==> src/design/asbv_pkg.sv <==
package asbv_pkg;

	localparam int unsigned POS_W = 9;
	localparam int unsigned REC_W = 6;

	localparam logic [POS_W-1:0] POS_VERSION_END = 9'd5;
	localparam logic [POS_W-1:0] POS_HDRSIZE_END = 9'd7;
	localparam logic [POS_W-1:0] POS_PAYSIZE_END = 9'd11;
	localparam logic [POS_W-1:0] POS_HDR_LAST    = 9'd15;
	localparam logic [POS_W-1:0] POS_HDR_BYTES   = 9'd16;
	localparam logic [POS_W-1:0] POS_CHAN_END    = 9'd244;
	localparam logic [POS_W-1:0] POS_VOL0_END    = 9'd247;
	localparam logic [POS_W-1:0] POS_VOL1_END    = 9'd251;
	localparam logic [POS_W-1:0] POS_LAST        = 9'd303;
	localparam logic [POS_W-1:0] POS_FULL        = 9'd304;

	localparam logic [REC_W-1:0] REC_LAST = 6'd56;

	localparam logic [31:0] FNV_BASIS     = 32'd2166136261;
	localparam logic [31:0] FNV_PRIME     = 32'd16777619;
	localparam logic [31:0] PAYLOAD_BYTES = 32'd288;
	localparam logic [15:0] VERSION_ONE   = 16'd1;
	localparam logic [15:0] HDR_SIZE      = 16'd16;

	localparam logic [31:0] LEVEL_MIN_RESET = 32'hFFFF_F000;
	localparam logic [31:0] LEVEL_MAX_RESET = 32'd4095;

	localparam logic [7:0] MAGIC [4] = '{8'h4D, 8'h47, 8'h41, 8'h50};

	localparam logic REG_LEVEL_MIN = 1'b0;
	localparam logic REG_LEVEL_MAX = 1'b1;

	typedef enum logic [3:0] {
		ERR_NONE,
		ERR_LENGTH,
		ERR_MAGIC,
		ERR_VERSION,
		ERR_HDR_SIZE,
		ERR_PAY_SIZE,
		ERR_CHECKSUM,
		ERR_CHANNEL,
		ERR_MASTER_VOL,
		ERR_PHASE
	} err_code_t;

	typedef struct packed {
		logic      fail;
		err_code_t code;
		logic [1:0] chan;
	} byte_check_t;

	typedef struct packed {
		logic       ok;
		err_code_t  code;
		logic [1:0] chan;
		logic [21:0] phase;
	} verdict_t;

endpackage

==> src/design/asbv_field_check.sv <==
module asbv_field_check (
	input  logic [asbv_pkg::POS_W-1:0] pos,
	input  logic [1:0]                 ch,
	input  logic [asbv_pkg::REC_W-1:0] rec,
	input  logic [7:0]                 data,
	input  logic [31:0]                field,
	input  logic [31:0]                level_min,
	input  logic [31:0]                level_max,
	output asbv_pkg::byte_check_t      check
);
	import asbv_pkg::*;

	logic rec_ok;
	logic level_in_range;
	logic [15:0] upper;

	assign upper = field[31:16];
	assign level_in_range = ($signed(field) >= $signed(level_min)) &&
		($signed(field) <= $signed(level_max));

	always_comb begin
		case (rec)
			6'd0, 6'd1, 6'd2, 6'd3: rec_ok = data <= 8'd1;
			6'd4, 6'd5: rec_ok = (ch == 2'd2) ? (data <= 8'd3) : (data <= 8'd15);
			6'd7: rec_ok = (ch == 2'd3) || (upper <= 16'd2047);
			6'd19: rec_ok = (ch == 2'd2) ? (field <= 32'd31) : level_in_range;
			6'd20: rec_ok = (ch == 2'd2) || (data <= 8'd63);
			6'd21: rec_ok = (data == 8'h00) || (data == 8'h40);
			6'd30, 6'd40, 6'd41: rec_ok = data <= 8'd7;
			6'd31, 6'd42: rec_ok = (data == 8'h00) || (data == 8'h08);
			6'd53: rec_ok = (ch != 2'd2) || (data <= 8'd15);
			6'd54: rec_ok = (ch >= 2'd2) || (data <= 8'd7);
			6'd55: rec_ok = (ch != 2'd3) || (data <= 8'd1);
			6'd56: rec_ok = (ch != 2'd3) || (data <= 8'd7);
			default: rec_ok = 1'b1;
		endcase
	end

	always_comb begin
		check = '{fail: 1'b0, code: ERR_NONE, chan: 2'd0};
		if (pos < 9'd4) begin
			if (data != MAGIC[pos[1:0]]) begin
				check.fail = 1'b1;
				check.code = ERR_MAGIC;
			end
		end else if (pos == POS_VERSION_END) begin
			if (upper != VERSION_ONE) begin
				check.fail = 1'b1;
				check.code = ERR_VERSION;
			end
		end else if (pos == POS_HDRSIZE_END) begin
			if (upper != HDR_SIZE) begin
				check.fail = 1'b1;
				check.code = ERR_HDR_SIZE;
			end
		end else if (pos == POS_PAYSIZE_END) begin
			if (field != PAYLOAD_BYTES) begin
				check.fail = 1'b1;
				check.code = ERR_PAY_SIZE;
			end
		end else if (pos >= POS_HDR_BYTES && pos < POS_CHAN_END) begin
			if (!rec_ok) begin
				check.fail = 1'b1;
				check.code = ERR_CHANNEL;
				check.chan = ch;
			end
		end else if (pos == POS_VOL0_END || pos == POS_VOL1_END) begin
			if (field > 32'd7) begin
				check.fail = 1'b1;
				check.code = ERR_MASTER_VOL;
			end
		end else if (pos == POS_LAST) begin
			if (field[31:22] != 10'd0) begin
				check.fail = 1'b1;
				check.code = ERR_PHASE;
			end
		end
	end

endmodule

==> src/design/asbv_stream.sv <==
module asbv_stream (
	input  logic              clk,
	input  logic              arst_n,
	input  logic              step,
	input  logic [7:0]        data,
	input  logic              last,
	input  logic [31:0]       level_min,
	input  logic [31:0]       level_max,
	output asbv_pkg::verdict_t verdict
);
	import asbv_pkg::*;

	logic [POS_W-1:0] pos_q;
	logic [1:0]       ch_q;
	logic [REC_W-1:0] rec_q;
	logic [31:0]      hash_q;
	logic [31:0]      field_q;
	logic [31:0]      stored_q;
	err_code_t        first_err_q;
	logic [1:0]       fail_ch_q;

	logic [POS_W-1:0] pos_next;
	logic [1:0]       ch_next;
	logic [REC_W-1:0] rec_next;
	logic [31:0]      hash_next;
	logic [31:0]      hash_mul;
	logic [31:0]      field_new;
	logic [31:0]      field_next;
	logic [31:0]      stored_next;
	err_code_t        first_err_next;
	logic [1:0]       fail_ch_next;
	logic             in_range;
	byte_check_t      check;
	err_code_t        code;

	assign in_range  = pos_q < POS_FULL;
	assign field_new = {data, field_q[31:8]};
	assign hash_mul  = (hash_q ^ {24'd0, data}) * FNV_PRIME;

	asbv_field_check u_check (
		.pos       (pos_q),
		.ch        (ch_q),
		.rec       (rec_q),
		.data      (data),
		.field     (field_new),
		.level_min (level_min),
		.level_max (level_max),
		.check     (check)
	);

	always_comb begin
		pos_next       = pos_q;
		ch_next        = ch_q;
		rec_next       = rec_q;
		hash_next      = hash_q;
		field_next     = field_q;
		stored_next    = stored_q;
		first_err_next = first_err_q;
		fail_ch_next   = fail_ch_q;
		if (in_range) begin
			pos_next   = pos_q + 9'd1;
			field_next = field_new;
			if (pos_q >= POS_HDR_BYTES) begin
				hash_next = hash_mul;
			end
			if (pos_q == POS_HDR_LAST) begin
				stored_next = field_new;
				ch_next     = 2'd0;
				rec_next    = '0;
			end else if (pos_q >= POS_HDR_BYTES && pos_q < POS_CHAN_END) begin
				if (rec_q == REC_LAST) begin
					rec_next = '0;
					ch_next  = ch_q + 2'd1;
				end else begin
					rec_next = rec_q + 6'd1;
				end
			end
			if (first_err_q == ERR_NONE && check.fail) begin
				first_err_next = check.code;
				fail_ch_next   = check.chan;
			end
		end
	end

	always_comb begin
		if (pos_q != POS_LAST) begin
			code = ERR_LENGTH;
		end else if (first_err_next == ERR_MAGIC || first_err_next == ERR_VERSION ||
			first_err_next == ERR_HDR_SIZE || first_err_next == ERR_PAY_SIZE) begin
			code = first_err_next;
		end else if (hash_next != stored_q) begin
			code = ERR_CHECKSUM;
		end else begin
			code = first_err_next;
		end
		verdict.ok    = code == ERR_NONE;
		verdict.code  = code;
		verdict.chan  = (code == ERR_CHANNEL) ? fail_ch_next : 2'd0;
		verdict.phase = (code == ERR_NONE) ? field_new[21:0] : 22'd0;
	end

	always_ff @(posedge clk or negedge arst_n) begin
		if (!arst_n) begin
			pos_q       <= '0;
			ch_q        <= 2'd0;
			rec_q       <= '0;
			hash_q      <= FNV_BASIS;
			field_q     <= '0;
			stored_q    <= '0;
			first_err_q <= ERR_NONE;
			fail_ch_q   <= 2'd0;
		end else if (step) begin
			if (last) begin
				pos_q       <= '0;
				ch_q        <= 2'd0;
				rec_q       <= '0;
				hash_q      <= FNV_BASIS;
				field_q     <= '0;
				stored_q    <= '0;
				first_err_q <= ERR_NONE;
				fail_ch_q   <= 2'd0;
			end else begin
				pos_q       <= pos_next;
				ch_q        <= ch_next;
				rec_q       <= rec_next;
				hash_q      <= hash_next;
				field_q     <= field_next;
				stored_q    <= stored_next;
				first_err_q <= first_err_next;
				fail_ch_q   <= fail_ch_next;
			end
		end
	end

endmodule

==> src/design/apu_state_blob_validator.sv <==
// Streams a save-state blob in one byte per cycle while not stalled and checks it on the fly.
// Each byte request is registered, then hashed and checked from that input register.
// The verdict is registered: the last byte passes the input register, then the result register.
// Throughput is one byte per cycle while in_stall is low, with a new request accepted at every unstalled edge.
// The input stalls only while a verdict is held at the output and the next last byte waits.
// Asynchronous active-low reset clears the stream state and valid flags and restores the level limits.
module apu_state_blob_validator (
	input  logic        clk,
	input  logic        arst_n,
	input  logic        in_valid,
	output logic        in_stall,
	input  logic [7:0]  data_byte,
	input  logic        last_byte,
	output logic        out_valid,
	input  logic        out_stall,
	output logic        blob_ok,
	output logic [3:0]  error_code,
	output logic [1:0]  bad_channel,
	output logic [21:0] frame_phase,
	input  logic        cfg_we,
	input  logic        cfg_index,
	input  logic [31:0] cfg_data
);
	import asbv_pkg::*;

	logic        valid_s1;
	logic [7:0]  byte_s1;
	logic        last_s1;
	logic        advance;
	logic        step;
	logic        out_valid_q;
	logic [31:0] level_min_q;
	logic [31:0] level_max_q;
	verdict_t    verdict;
	verdict_t    result_q;

	assign advance  = !(last_s1 && out_valid_q && out_stall);
	assign in_stall = valid_s1 && !advance;
	assign step     = valid_s1 && advance;

	always_ff @(posedge clk or negedge arst_n) begin
		if (!arst_n) begin
			level_min_q <= LEVEL_MIN_RESET;
			level_max_q <= LEVEL_MAX_RESET;
		end else if (cfg_we) begin
			if (cfg_index == REG_LEVEL_MIN) begin
				level_min_q <= cfg_data;
			end else begin
				level_max_q <= cfg_data;
			end
		end
	end

	always_ff @(posedge clk or negedge arst_n) begin
		if (!arst_n) begin
			valid_s1 <= 1'b0;
		end else if (in_valid && !in_stall) begin
			valid_s1 <= 1'b1;
		end else if (advance) begin
			valid_s1 <= 1'b0;
		end
	end

	always_ff @(posedge clk) begin
		if (in_valid && !in_stall) begin
			byte_s1 <= data_byte;
			last_s1 <= last_byte;
		end
	end

	asbv_stream u_stream (
		.clk       (clk),
		.arst_n    (arst_n),
		.step      (step),
		.data      (byte_s1),
		.last      (last_s1),
		.level_min (level_min_q),
		.level_max (level_max_q),
		.verdict   (verdict)
	);

	always_ff @(posedge clk or negedge arst_n) begin
		if (!arst_n) begin
			out_valid_q <= 1'b0;
		end else if (step && last_s1) begin
			out_valid_q <= 1'b1;
		end else if (!out_stall) begin
			out_valid_q <= 1'b0;
		end
	end

	always_ff @(posedge clk) begin
		if (step && last_s1) begin
			result_q <= verdict;
		end
	end

	assign out_valid    = out_valid_q;
	assign blob_ok      = result_q.ok;
	assign error_code   = result_q.code;
	assign bad_channel  = result_q.chan;
	assign frame_phase  = result_q.phase;

endmodule
==> config.mk <==
export PLATFORM = sky130hd
export DESIGN_NAME = apu_state_blob_validator
export DESIGN_NICKNAME = d
export VERILOG_FILES = /design/src/design/asbv_pkg.sv /design/src/design/asbv_field_check.sv /design/src/design/asbv_stream.sv /design/src/design/apu_state_blob_validator.sv
export SDC_FILE = /design/constraint.sdc
export NUM_CORES = 1
export LEC_CHECK = 0
export ABC_CLOCK_PERIOD_IN_PS = 12960
export BUFFER_PORTS_ARGS = -buffer_cell sky130_fd_sc_hd__buf_2
export CAP_MARGIN = 25
export CORE_UTILIZATION = 34
export DETAILED_ROUTE_END_ITERATION = 7
export HOLD_SLACK_MARGIN = 0.02
export PLACE_DENSITY = 0.58
export SLEW_MARGIN = 20
export SYNTH_ARGS = -nofsm -noshare
export SYNTH_HDL_FRONTEND = slang
export SYNTH_SLANG_ARGS = --single-unit
export TNS_END_PERCENT = 5
==> constraint.sdc <==
create_clock -name clk -period 12.96 [get_ports clk]
set_clock_uncertainty 0.2 [all_clocks]
set_input_delay 1.944 -clock clk [delete_from_list [all_inputs] [get_ports clk]]
set_output_delay 1.944 -clock clk [all_outputs]
set_load 0.02 [all_outputs]
==> impl_metrics.sql, run 1 <==
INSERT INTO impl_metrics (metric_group, metric, value, unit) VALUES
('floorplanning', 'initial_core_utilization', '34.5', '%'),
('timing', 'min_period_over_period', '68.7', '%'),
('critical_path', 'worstSetupEndpointType', 'flop', ''),
('grt', 'global_routing_usage_on_met3', '2.41', '%'),
('logic_synthesis', 'synth_most_common_cell', 'inv_1', ''),
('logic_synthesis', 'synth-main-ff-cell', 'dfrtp_1', ''),
('critical_path', 'timing.reg2reg.setup_slack', '4.06', 'ns'),
('routing', 'postRouteWirelength', '53500', 'um'),
('final_layout', 'synthToLayoutAreaGrowth', '11.6', '%'),
('clock_tree', 'holdBufCountCts', '0', ''),
('logic_synthesis', 'synth_top_family_by_area', 'adder cells', ''),
('logic_synthesis', 'syn-instance-count', '1925', ''),
('clock_tree', 'clock_tree.buffer_depth', '3', ''),
('floorplanning', 'num_io_pins', '78', ''),
('run_status', 'result_of_the_run', 'finished clean', ''),
('critical_path', 'worst_path_most_repeated_cell', 'inv_1', ''),
('logic_synthesis', 'synth_compound_gate_area_share', '14.5', '%'),
('critical_path', 'critical_path_peak_fanout', '13', ''),
('clock_tree', 'post_cts.repair.setup_buffers', '0', ''),
('placed_design', 'finalWeightedCongestion', '0.974', ''),
('min_path', 'worst_hold_stages', '1', ''),
('flow_run', 'count_of_max_cap_constraint_violations', '0', ''),
('timing', 'final.setup.tns', '0', 'ns'),
('critical_path', 'critical_path_depth', '26', ''),
('critical_path', 'worst_ep_arrival_time', '9.11', 'ns'),
('grt', 'number_of_global_route_vias_before_repair', '14600', ''),
('logic_synthesis', 'top_area_cells_in_the_synthesized_netlist', 'dfrtp_1 18%, ha_1 18%, fa_1 8.2%, dfstp_2 6.7%, edfxtp_1 6.3%', ''),
('clock_tree', 'clk-insertion-delay-late', '0.56', 'ns'),
('grt', 'grt-ovfl-total', '0', ''),
('timing', 'hold_violations', '0', ''),
('logic_synthesis', 'synth_seq_cells', '215', ''),
('logic_synthesis', 'synth_sequential_area_ratio', '31.0', '%'),
('clock_tree', 'numCtsBuffers', '26', ''),
('timing', 'finalCriticalPeriod', '8.90', 'ns'),
('final_layout', 'finish.net_count', '2354', ''),
('grt', 'wire_length_of_the_first_global_routing_pass', '84400', 'um'),
('logic_synthesis', 'synthesis.area_per_instance', '9.43', 'um2'),
('placed_design', 'buffer_ports.inserted', '77', ''),
('logic_synthesis', 'netlist.top_cell.by_area', 'dfrtp_1', ''),
('floorplanning', 'standard_cell_rows', '84', ''),
('logic_synthesis', 'synth_common_cells', '300 x inv_1, 255 x ha_1, 166 x nand2_1', ''),
('clock_tree', 'tritoncts_num_sinks', '215', ''),
('timing', 'maxSlewHeadroom', '35.6', '%'),
('clock_tree', 'clock_tree.root_cell', 'clkbuf_16', ''),
('floorplanning', 'die_h', '233', 'um'),
('floorplanning', 'fp.dieW', '233', 'um'),
('critical_path', 'critical_path.n_buffers_inverters', '6', ''),
('routing', 'ant_nets', '0', ''),
('logic_synthesis', 'synth-adder-area-share', '25.7', '%'),
('grt', 'largest_net_degree_at_the_start_of_global_routing', '108', ''),
('placed_design', 'postPlaceCellArea', '19300', 'um2'),
('min_path', 'min_path_type', 'reg -> reg', ''),
('clock_tree', 'htreeDepth', '1', ''),
('grt', 'busiest_layer', 'met2', ''),
('clock_tree', 'tritoncts_clock_tree', 'done', ''),
('final_layout', 'design_area', '20200', 'um2'),
('logic_synthesis', 'synth_simple_gate_area_share', '12.9', '%'),
('logic_synthesis', 'synth_enable_flop_cells', '38', ''),
('grt', 'global_route_usage_over_all_layers', '20.1', '%'),
('timing', 'finalSetupViolations', '0', ''),
('final_layout', 'layout_cell_share_with_drive_strength_beyond_1', '12.5', '%'),
('routing', 'route.detailed.wl_per_inst', '19.9', 'um'),
('critical_path', 'worst-r2r-cell-count', '26', ''),
('logic_synthesis', 'ys_types', '84', ''),
('grt', 'grt_util_met2', '35.2', '%'),
('critical_path', 'slowest_stage', 'nor3_2', ''),
('routing', 'drt_first_iter_violations', '940', ''),
('grt', 'globalRouteMet1Util', '26.1', '%'),
('timing', 'maxSlewViolCount', '0', ''),
('critical_path', 'critical-path-max-stage-delay', '0.64', 'ns'),
('pwr', 'power.density_cell_area', '135', 'nW/um2');
## worst reg2reg max path: stages, from the launching register on
cell and delay, ns:
edfxtp_1 0.63, xnor2_1 0.57, inv_1 0.20, xnor2_1 0.18, ha_1 0.29, inv_1 0.05
fa_1 0.50, inv_1 0.04, ha_1 0.22, fa_1 0.48, ha_1 0.29, inv_1 0.05
fa_1 0.52, inv_1 0.04, ha_1 0.39, a21oi_1 0.51, o21ai_0 0.28, a221oi_1 0.60
a31oi_1 0.28, a21boi_0 0.46, o21ai_0 0.20, xnor2_1 0.26, xor2_1 0.17, a41oi_1 0.27
nor3_2 0.64, buf_4 0.29, and2_1 0.14
## report_power, final
group	internal, uW	switching, uW
registers	751	63.4
clock network	502	312
logic	420	689
total	1670	1060
## kinds of logic (layout without fill, tap and decap cells)
logic type / count (synthesis) / in the layout
AND/OR/NAND/NOR: 463 / 463
AO/OA/AOI/OAI: 393 / 393
buffers and inverters: 368 / 441
adder cells (fa/ha/maj): 329 / 329
flip-flops: 215 / 215
XOR/XNOR: 119 / 119
multiplexers: 38 / 38
## routing by layer
metal	wire, um	part of all wire, %
met3	2970	5.6
met1	23100	43
met2	26300	49
met5	0	0
met4	1140	2.1
## layout make-up
type | count | area (um2)
clock buffers | 34 | 773
clock inverters | 14 | 194
fillers | 5260 | 32400
inverters | 301 | 1130
multi-input cells | 1342 | 11100
flip-flops and latches | 215 | 5630
well taps | 688 | 861
repair buffers | 92 | 518
## final timing paths
check | startpoint | to
hold / removal | u_stream.fail_ch_q[1]$_DFFE_PN0P_ | u_stream.fail_ch_q[1]$_DFFE_PN0P_
setup reg to reg | byte_s1[3]$_DFFE_PP_ | frame_phase[15]$_SDFFCE_PP0P_
min in group asynchronous | arst_n | u_stream.rec_q[0]$_DFFE_PN0P_
hold reg to reg | u_stream.fail_ch_q[1]$_DFFE_PN0P_ | u_stream.fail_ch_q[1]$_DFFE_PN0P_
setup / recovery | byte_s1[3]$_DFFE_PP_ | frame_phase[15]$_SDFFCE_PP0P_
max in group asynchronous | arst_n | level_min_q[5]$_DFFE_PN0P_
## through the flow
stage          hold slack (ns)  total power [uW]  setup slack (ns)  cells
6_report                 0.301              2740              4.06   2686
5_1_grt                  0.314              2910              3.50   2686
4_1_cts                  0.294              2750              4.11   2685
3_5_place_dp             0.280              1920              4.15   2637
3_3_place_gp             0.269              1920              4.23   2635
2_1_floorplan            0.250              1600              5.74   1925
## flip-flops by register name (all words and copies together), names as in the netlist, 6 cells and up
| signal | flops |
|---|---|
| u_stream.rec_q | 6 |
| u_stream.hash_q | 32 |
| byte_s1 | 8 |
| level_min_q | 32 |
| u_stream.field_q | 24 |
| u_stream.pos_q | 9 |
| frame_phase | 22 |
| level_max_q | 32 |
| u_stream.stored_q | 32 |
## cell usage in the layout (no fill, tap or decap), drive strengths merged, types with 7 or more instances in the layout
cell type,n
a211o,8
a211oi,8
a21o,21
a21oi,85
a22o,42
a31oi,11
and2,31
buf,91
clkbuf,35
dfrtp,131
dfstp,46
edfxtp,38
fa,74
ha,255
inv,304
mux2,36
nand2,166
nand2b,11
nand3,26
nand4,33
nor2,82
nor2b,17
nor3,30
nor4,15
nor4b,7
o211ai,11
o21ai,115
o21bai,7
o31ai,12
xnor2,82
xor2,36
No activity file was read; power rests on OpenSTA's default activity.
==> inputs of run 2 (changes only) <==
ABC_CLOCK_PERIOD_IN_PS = 9000   (was 12960)
clock period = 9 ns   (was 12.96 ns; I/O delays follow)
==> run 2 against run 1 <==
Effect of this change:
- die area unchanged
- sequential cell count unchanged
- via count decreased by 0.57%
- critical path type unchanged
- largest cell class unchanged
==> impl_metrics.sql, run 2 (synthesized netlist as in run 1, its figures left out) <==
INSERT INTO impl_metrics (metric_group, metric, value, unit) VALUES
('timing', 'rsz0062_at_grt', 'false', ''),
('timing', 'max_freq', '122', 'MHz'),
('clock_tree', 'tritoncts_num_sinks', '215', ''),
('clock_tree', 'holdBufCountCts', '0', ''),
('critical_path', 'critical_path_class', 'reg -> reg', ''),
('floorplanning', 'standard_cell_rows', '84', ''),
('routing', 'detailedRoute.firstPassIterationCount', '5', ''),
('routing', 'ant_nets', '0', ''),
('critical_path', 'worst_r2r_endpoint', 'frame_phase[7]$_SDFFCE_PP0P_', ''),
('final_layout', 'antenna_cells_inserted', '0', ''),
('routing', 'postRouteWirelength', '53000', 'um'),
('clock_tree', 'clock_tree.buffer_depth', '3', ''),
('critical_path', 'cell_family_with_the_largest_share_of_critical_path_delay', 'adder cells', ''),
('routing', 'post-route-drc-count', '0', ''),
('critical_path', 'critical_path.n_buffers_inverters', '6', ''),
('timing', 'min_period_over_period', '91.1', '%'),
('clock_tree', 'clock_tree.root_cell', 'clkbuf_16', ''),
('grt', 'global_route_usage_over_all_layers', '20.1', '%'),
('timing', 'finalCriticalPeriod', '8.20', 'ns'),
('grt', 'grt-ovfl-total', '0', ''),
('grt', 'largest_net_degree_at_the_start_of_global_routing', '66', ''),
('floorplanning', 'num_io_pins', '78', ''),
('pwr', 'power.sequential.fraction', '29.9', '%'),
('critical_path', 'critical-path-max-stage-delay', '0.57', 'ns'),
('critical_path', 'worstSetupEndpointType', 'flop', ''),
('clock_tree', 'cts.reportedPaths.clkPinSlew', '0.06', 'ns'),
('timing', 'timing_worst_slew_pin_value', '1.07', 'ns'),
('placed_design', 'dpl.hpwl', '41000', 'um'),
('pwr', 'clock_power_share', '29.0', '%'),
('final_layout', 'multiInputGateArea', '11100', 'um2'),
('timing', 'finalSetupViolations', '0', ''),
('final_layout', 'layout_cell_share_with_drive_strength_beyond_1', '12.5', '%'),
('final_layout', 'finish.net_count', '2363', ''),
('grt', 'number_of_global_route_vias_before_repair', '14700', ''),
('pwr', 'netSwitchingFraction', '39.1', '%'),
('final_layout', 'finish.utilization', '38.5', '%'),
('run_status', 'result_of_the_run', 'finished clean', ''),
('final_layout', 'most_used_cells_in_the_layout_excluding_fill_and_tap_cells', '300 x inv_1, 255 x ha_1, 166 x nand2_1', ''),
('flow_run', 'count_of_max_cap_constraint_violations', '0', ''),
('floorplanning', 'initial_core_utilization', '34.5', '%'),
('floorplanning', 'fp.dieW', '233', 'um'),
('min_path', 'worst_hold_path.endpoint', 'level_min_q[31]$_DFFE_PN1P_', ''),
('placed_design', 'buffer_ports.inserted', '77', ''),
('timing', 'hold_violations', '0', ''),
('timing', 'maxSlewHeadroom', '28.5', '%'),
('critical_path', 'worst_ep_arrival_time', '8.31', 'ns'),
('critical_path', 'slowest_stage', 'edfxtp_1', ''),
('pwr', 'int_power', '2380', 'uW'),
('final_layout', 'seq_area', '5630', 'um2'),
('clock_tree', 'htreeDepth', '1', ''),
('pwr', 'power.density_cell_area', '193', 'nW/um2'),
('pwr', 'power.combinational.fraction', '41.1', '%'),
('clock_tree', 'clk-insertion-delay-late', '0.57', 'ns'),
('critical_path', 'cp-startpoint', 'byte_s1[4]$_DFFE_PP_', ''),
('grt', 'antenna_found_initial', '0', ''),
('min_path', 'worst_hold_stages', '2', ''),
('min_path', 'min_path_type', 'reg -> reg', ''),
('final_layout', 'final_common_cell', 'inv_1', ''),
('floorplanning', 'core-area', '52700', 'um2'),
('floorplanning', 'die_area', '54300', 'um2'),
('clock_tree', 'post_cts.repair.setup_buffers', '0', ''),
('routing', 'total_vias_in_the_final_route', '14100', ''),
('critical_path', 'critPathLaunchType', 'flop', ''),
('routing', 'per_cell_via_count_in_the_routed_design', '5.25', ''),
('critical_path', 'critical_path_peak_fanout', '21', ''),
('min_path', 'hold_start', 'level_min_q[31]$_DFFE_PN1P_', ''),
('pwr', 'vdd.ir_drop.worst', '162', 'uV'),
('final_layout', 'synthToLayoutAreaGrowth', '11.6', '%'),
('clock_tree', 'tritoncts_clock_tree', 'done', ''),
('clock_tree', 'post_cts_resize_count', '0', ''),
('pwr', 'power.net_switching', '1520', 'uW'),
('timing', 'hold_slack', '0.305', 'ns'),
('timing', 'maxSlewViolCount', '0', ''),
('routing', 'route.detailed.wl_per_inst', '19.7', 'um'),
('grt', 'wire_length_of_the_first_global_routing_pass', '84600', 'um'),
('final_layout', 'fill_cells', '5260', ''),
('critical_path', 'timing.reg2reg.setup_slack', '0.80', 'ns'),
('critical_path', 'worst-endpoint-required', '9.10', 'ns'),
('placed_design', 'finalWeightedCongestion', '0.951', ''),
('pwr', 'design_power_total', '3900', 'uW'),
('clock_tree', 'numCtsBuffers', '26', ''),
('critical_path', 'worst-r2r-cell-count', '26', ''),
('critical_path', 'critical_path.reg2reg.startpoint', 'byte_s1[4]$_DFFE_PP_', ''),
('routing', 'drt_first_iter_violations', '902', ''),
('timing', 'final.setup.tns', '0', 'ns'),
('floorplanning', 'die_h', '233', 'um'),
('pwr', 'cellLeakagePower', '0.00954', 'uW');
-- run 2: changes by cell type in the layout (fill, tap and decap cells not counted), sizes merged --
cell | previous run | this run
inv | 304 | 302
clkbuf | 35 | 37
clkinv | 3 | 6
clkinvlp | 4 | 0
buf | 91 | 101
-- run 2: metal layers --
metal,track usage (%),share of wire (%),wire length [um]
met1,26.8,45,23900
met2,34.5,48,25600
met3,1.92,4.1,2190
met4,5.21,2.4,1290
met5,0,0,0
-- run 2: metrics by stage --
| stage | instances | worst slack, ns | area, um2 |
|---|---|---|---|
| after global placement | 2647 | 1.09 | 19300 |
| after global routing | 2695 | 0.214 | 20200 |
| final | 2695 | 0.799 | 20200 |
| after detailed placement | 2647 | 0.931 | 19300 |
| after CTS | 2695 | 0.893 | 20200 |
| after floorplan | 1925 | 1.78 | 18100 |
-- run 2: worst reg2reg max path, delay by kind of cell, from the launching register on --
family	cells	cell delay (ns)
AOI/OAI and AO/OA	7	2.44
buffers and inverters	6	0.60
adders and majority gates	8	3.01
xor gates and xnor gates	3	0.85
DFF	1	0.57
and+or+nand+nor	2	0.28
-- run 2: cell type report --
class	instances	share of cell area (%)
Multi-Input combinational cell	1342	55.0
Sequential cell	215	27.8
Clock buffer	37	3.67
Tap cell	688	4.25
Timing Repair Buffer	101	2.82
Clock inverter	11	0.896
Inverter	301	5.58
-- run 2: power groups by stage --
stage          logic [uW]  clock network (uW)  registers [uW]
5_1_grt              1800                1190            1180
6_report             1610                1130            1170
3_3_place_gp         1580                   0            1180
3_5_place_dp         1590                   0            1180
2_1_floorplan        1150                   0            1150
4_1_cts              1600                1160            1170
-- run 2: worst max-delay path by stage --
stage	to	slack, ns	depth (start not counted)
after floorplan	bad_channel[0]$_SDFFCE_PP0P_	1.78	26
after global placement	frame_phase[8]$_SDFFCE_PP0P_	1.09	26
after detailed placement	frame_phase[7]$_SDFFCE_PP0P_	0.93	26
after CTS	frame_phase[7]$_SDFFCE_PP0P_	0.89	26
after global routing	frame_phase[7]$_SDFFCE_PP0P_	0.21	26
final	frame_phase[7]$_SDFFCE_PP0P_	0.80	26
==> inputs of run 3 (changes only) <==
PLACE_DENSITY = not set   (was 0.58)
==> run 3 against run 2 <==
Effect of this change:
- design area rose by 0.33%
- utilization up 0.13 points
- combinational power about the same
- first-iteration DRC count grew 7.9%
- critical endpoint unchanged
- largest power group unchanged
==> impl_metrics.sql, run 3 (synthesized netlist as in run 1, its figures left out) <==
INSERT INTO impl_metrics (metric_group, metric, value, unit) VALUES
('clock_tree', 'clock_tree.buffer_depth', '3', ''),
('placed_design', 'dpl.hpwl', '40600', 'um'),
('flow_run', 'count_of_max_cap_constraint_violations', '0', ''),
('final_layout', 'most_used_cells_in_the_layout_excluding_fill_and_tap_cells', '300 x inv_1, 255 x ha_1, 166 x nand2_1', ''),
('final_layout', 'seq_area', '5630', 'um2'),
('clock_tree', 'clk-insertion-delay-late', '0.57', 'ns'),
('timing', 'finalSetupViolations', '0', ''),
('placed_design', 'dp.cells', '2646', ''),
('floorplanning', 'core-area', '52700', 'um2'),
('clock_tree', 'numCtsBuffers', '27', ''),
('timing', 'timing_worst_slew_pin_value', '0.987', 'ns'),
('final_layout', 'finish.net_count', '2365', ''),
('critical_path', 'critPathLaunchType', 'flop', ''),
('timing', 'hold_slack', '0.289', 'ns'),
('routing', 'postRouteWirelength', '52300', 'um'),
('final_layout', 'antenna_cells_inserted', '0', ''),
('grt', 'global_route_usage_over_all_layers', '19.7', '%'),
('floorplanning', 'num_io_pins', '78', ''),
('floorplanning', 'die_h', '233', 'um'),
('timing', 'maxSlewHeadroom', '34.2', '%'),
('clock_tree', 'htreeDepth', '1', ''),
('timing', 'max_freq', '122', 'MHz'),
('grt', 'wire_length_of_the_first_global_routing_pass', '83100', 'um'),
('critical_path', 'critical_path_class', 'reg -> reg', ''),
('clock_tree', 'tritoncts_clock_tree', 'done', ''),
('pwr', 'clock_power_share', '29.1', '%'),
('placed_design', 'finalWeightedCongestion', '0.960', ''),
('pwr', 'power.density_cell_area', '193', 'nW/um2'),
('routing', 'route.detailed.wl_per_inst', '19.4', 'um'),
('floorplanning', 'fp.dieW', '233', 'um'),
('clock_tree', 'holdBufCountCts', '0', ''),
('pwr', 'power.sequential.fraction', '29.8', '%'),
('pwr', 'power.net_switching', '1530', 'uW'),
('min_path', 'worst_hold_stages', '1', ''),
('timing', 'min_period_over_period', '91.1', '%'),
('placed_design', 'buffer_ports.inserted', '77', ''),
('pwr', 'power.combinational.fraction', '41.1', '%'),
('clock_tree', 'post_cts.repair.setup_buffers', '0', ''),
('critical_path', 'worst_ep_arrival_time', '8.32', 'ns'),
('clock_tree', 'tritoncts_num_sinks', '215', ''),
('routing', 'ant_nets', '0', ''),
('pwr', 'vdd.ir_drop.worst', '134', 'uV'),
('floorplanning', 'standard_cell_rows', '84', ''),
('floorplanning', 'initial_core_utilization', '34.5', '%'),
('routing', 'detailedRoute.firstPassIterationCount', '5', ''),
('clock_tree', 'post_cts_resize_count', '0', ''),
('critical_path', 'critical_path_peak_fanout', '21', ''),
('routing', 'per_cell_via_count_in_the_routed_design', '5.31', ''),
('timing', 'hold_violations', '0', ''),
('pwr', 'int_power', '2380', 'uW'),
('final_layout', 'synthToLayoutAreaGrowth', '12.0', '%'),
('critical_path', 'worst-r2r-cell-count', '26', ''),
('grt', 'largest_net_degree_at_the_start_of_global_routing', '101', ''),
('floorplanning', 'die_area', '54300', 'um2'),
('timing', 'rsz0062_at_grt', 'false', ''),
('final_layout', 'fill_cells', '5258', ''),
('grt', 'antenna_found_initial', '0', ''),
('pwr', 'netSwitchingFraction', '39.1', '%'),
('clock_tree', 'cts.reportedPaths.clkPinSlew', '0.06', 'ns'),
('pwr', 'cellLeakagePower', '0.00957', 'uW'),
('clock_tree', 'clock_tree.root_cell', 'clkbuf_16', ''),
('timing', 'maxSlewViolCount', '0', ''),
('timing', 'final.setup.tns', '0', 'ns'),
('grt', 'number_of_global_route_vias_before_repair', '14600', ''),
('routing', 'drt_first_iter_violations', '973', ''),
('grt', 'grt-ovfl-total', '0', ''),
('routing', 'total_vias_in_the_final_route', '14300', ''),
('run_status', 'result_of_the_run', 'finished clean', ''),
('critical_path', 'worst-endpoint-required', '9.11', 'ns'),
('final_layout', 'instances_no_fill', '2698', ''),
('timing', 'finalCriticalPeriod', '8.20', 'ns'),
('routing', 'post-route-drc-count', '0', ''),
('final_layout', 'layout_cell_share_with_drive_strength_beyond_1', '12.6', '%'),
('final_layout', 'final_common_cell', 'inv_1', ''),
('min_path', 'min_path_type', 'reg -> reg', ''),
('critical_path', 'worstSetupEndpointType', 'flop', ''),
('final_layout', 'multiInputGateArea', '11100', 'um2');
==> run 3: path summary, 6_finish.rpt <==
| check | startpoint | endpoint | slack (ns) |
|---|---|---|---|
| worst max-delay path | byte_s1[2]$_DFFE_PP_ | frame_phase[7]$_SDFFCE_PP0P_ | 0.80 |
| worst min-delay path | u_stream.fail_ch_q[1]$_DFFE_PN0P_ | u_stream.fail_ch_q[1]$_DFFE_PN0P_ | 0.29 |
| worst max register to register | byte_s1[2]$_DFFE_PP_ | frame_phase[7]$_SDFFCE_PP0P_ | 0.80 |
| worst min register to register | u_stream.fail_ch_q[1]$_DFFE_PN0P_ | u_stream.fail_ch_q[1]$_DFFE_PN0P_ | 0.29 |
| max in group asynchronous | arst_n | level_max_q[4]$_DFFE_PN1P_ | 6.84 |
| min in group asynchronous | arst_n | u_stream.rec_q[3]$_DFFE_PN0P_ | 0.53 |
==> run 3: final cells by class <==
class	count	area share [%]
Clock buffer	40	4.03
Inverter	301	5.56
Timing Repair Buffer	102	3.05
Sequential cell	215	27.7
Multi-Input combinational cell	1342	54.8
Tap cell	688	4.24
Clock inverter	10	0.616
==> run 3: routing by layer <==
metal  global-route usage [%]  part of all wire (%)
met2                     33.9                    48
met5                        0                     0
met3                     2.23                   5.0
met4                     5.64                   2.6
met1                     25.8                    44
==> run 3: stage by stage <==
stage / cell area, um2 / worst slack, ns / utilization, % / total power (uW)
after floorplan: 18100 / 1.78 / - / 2300
after CTS: 20300 / 0.856 / 38.5 / 3920
final: 20300 / 0.799 / 38.6 / 3910
after detailed placement: 19300 / 0.868 / 36.7 / 2770
after global placement: 19300 / 1.14 / 36.7 / 2760
after global routing: 20300 / 0.275 / 38.6 / 4170
==> run 3: critical path: stages (launching register included) <==
cell and delay (ns):
edfxtp_1 0.40, xnor2_1 0.48, inv_1 0.16, xnor2_1 0.20, ha_1 0.19, inv_1 0.10
fa_1 0.54, inv_1 0.05, ha_1 0.21, fa_1 0.48, ha_1 0.28, inv_1 0.05
fa_1 0.53, inv_1 0.05, ha_1 0.41, a21oi_1 0.49, o21ai_0 0.28, a221oi_1 0.50
a31oi_1 0.29, a21boi_0 0.46, o21ai_0 0.19, xnor2_1 0.29, xor2_1 0.11, a41oi_1 0.51
nor3_2 0.09, buf_4 0.21, and2_1 0.18
==> run 3: power by group through the flow <==
stage / clock network, uW / logic [uW] / registers (uW)
4_1_cts: 1160 / 1600 / 1170
6_report: 1140 / 1610 / 1170
2_1_floorplan: 0 / 1150 / 1150
3_3_place_gp: 0 / 1580 / 1180
3_5_place_dp: 0 / 1580 / 1180
5_1_grt: 1200 / 1790 / 1180
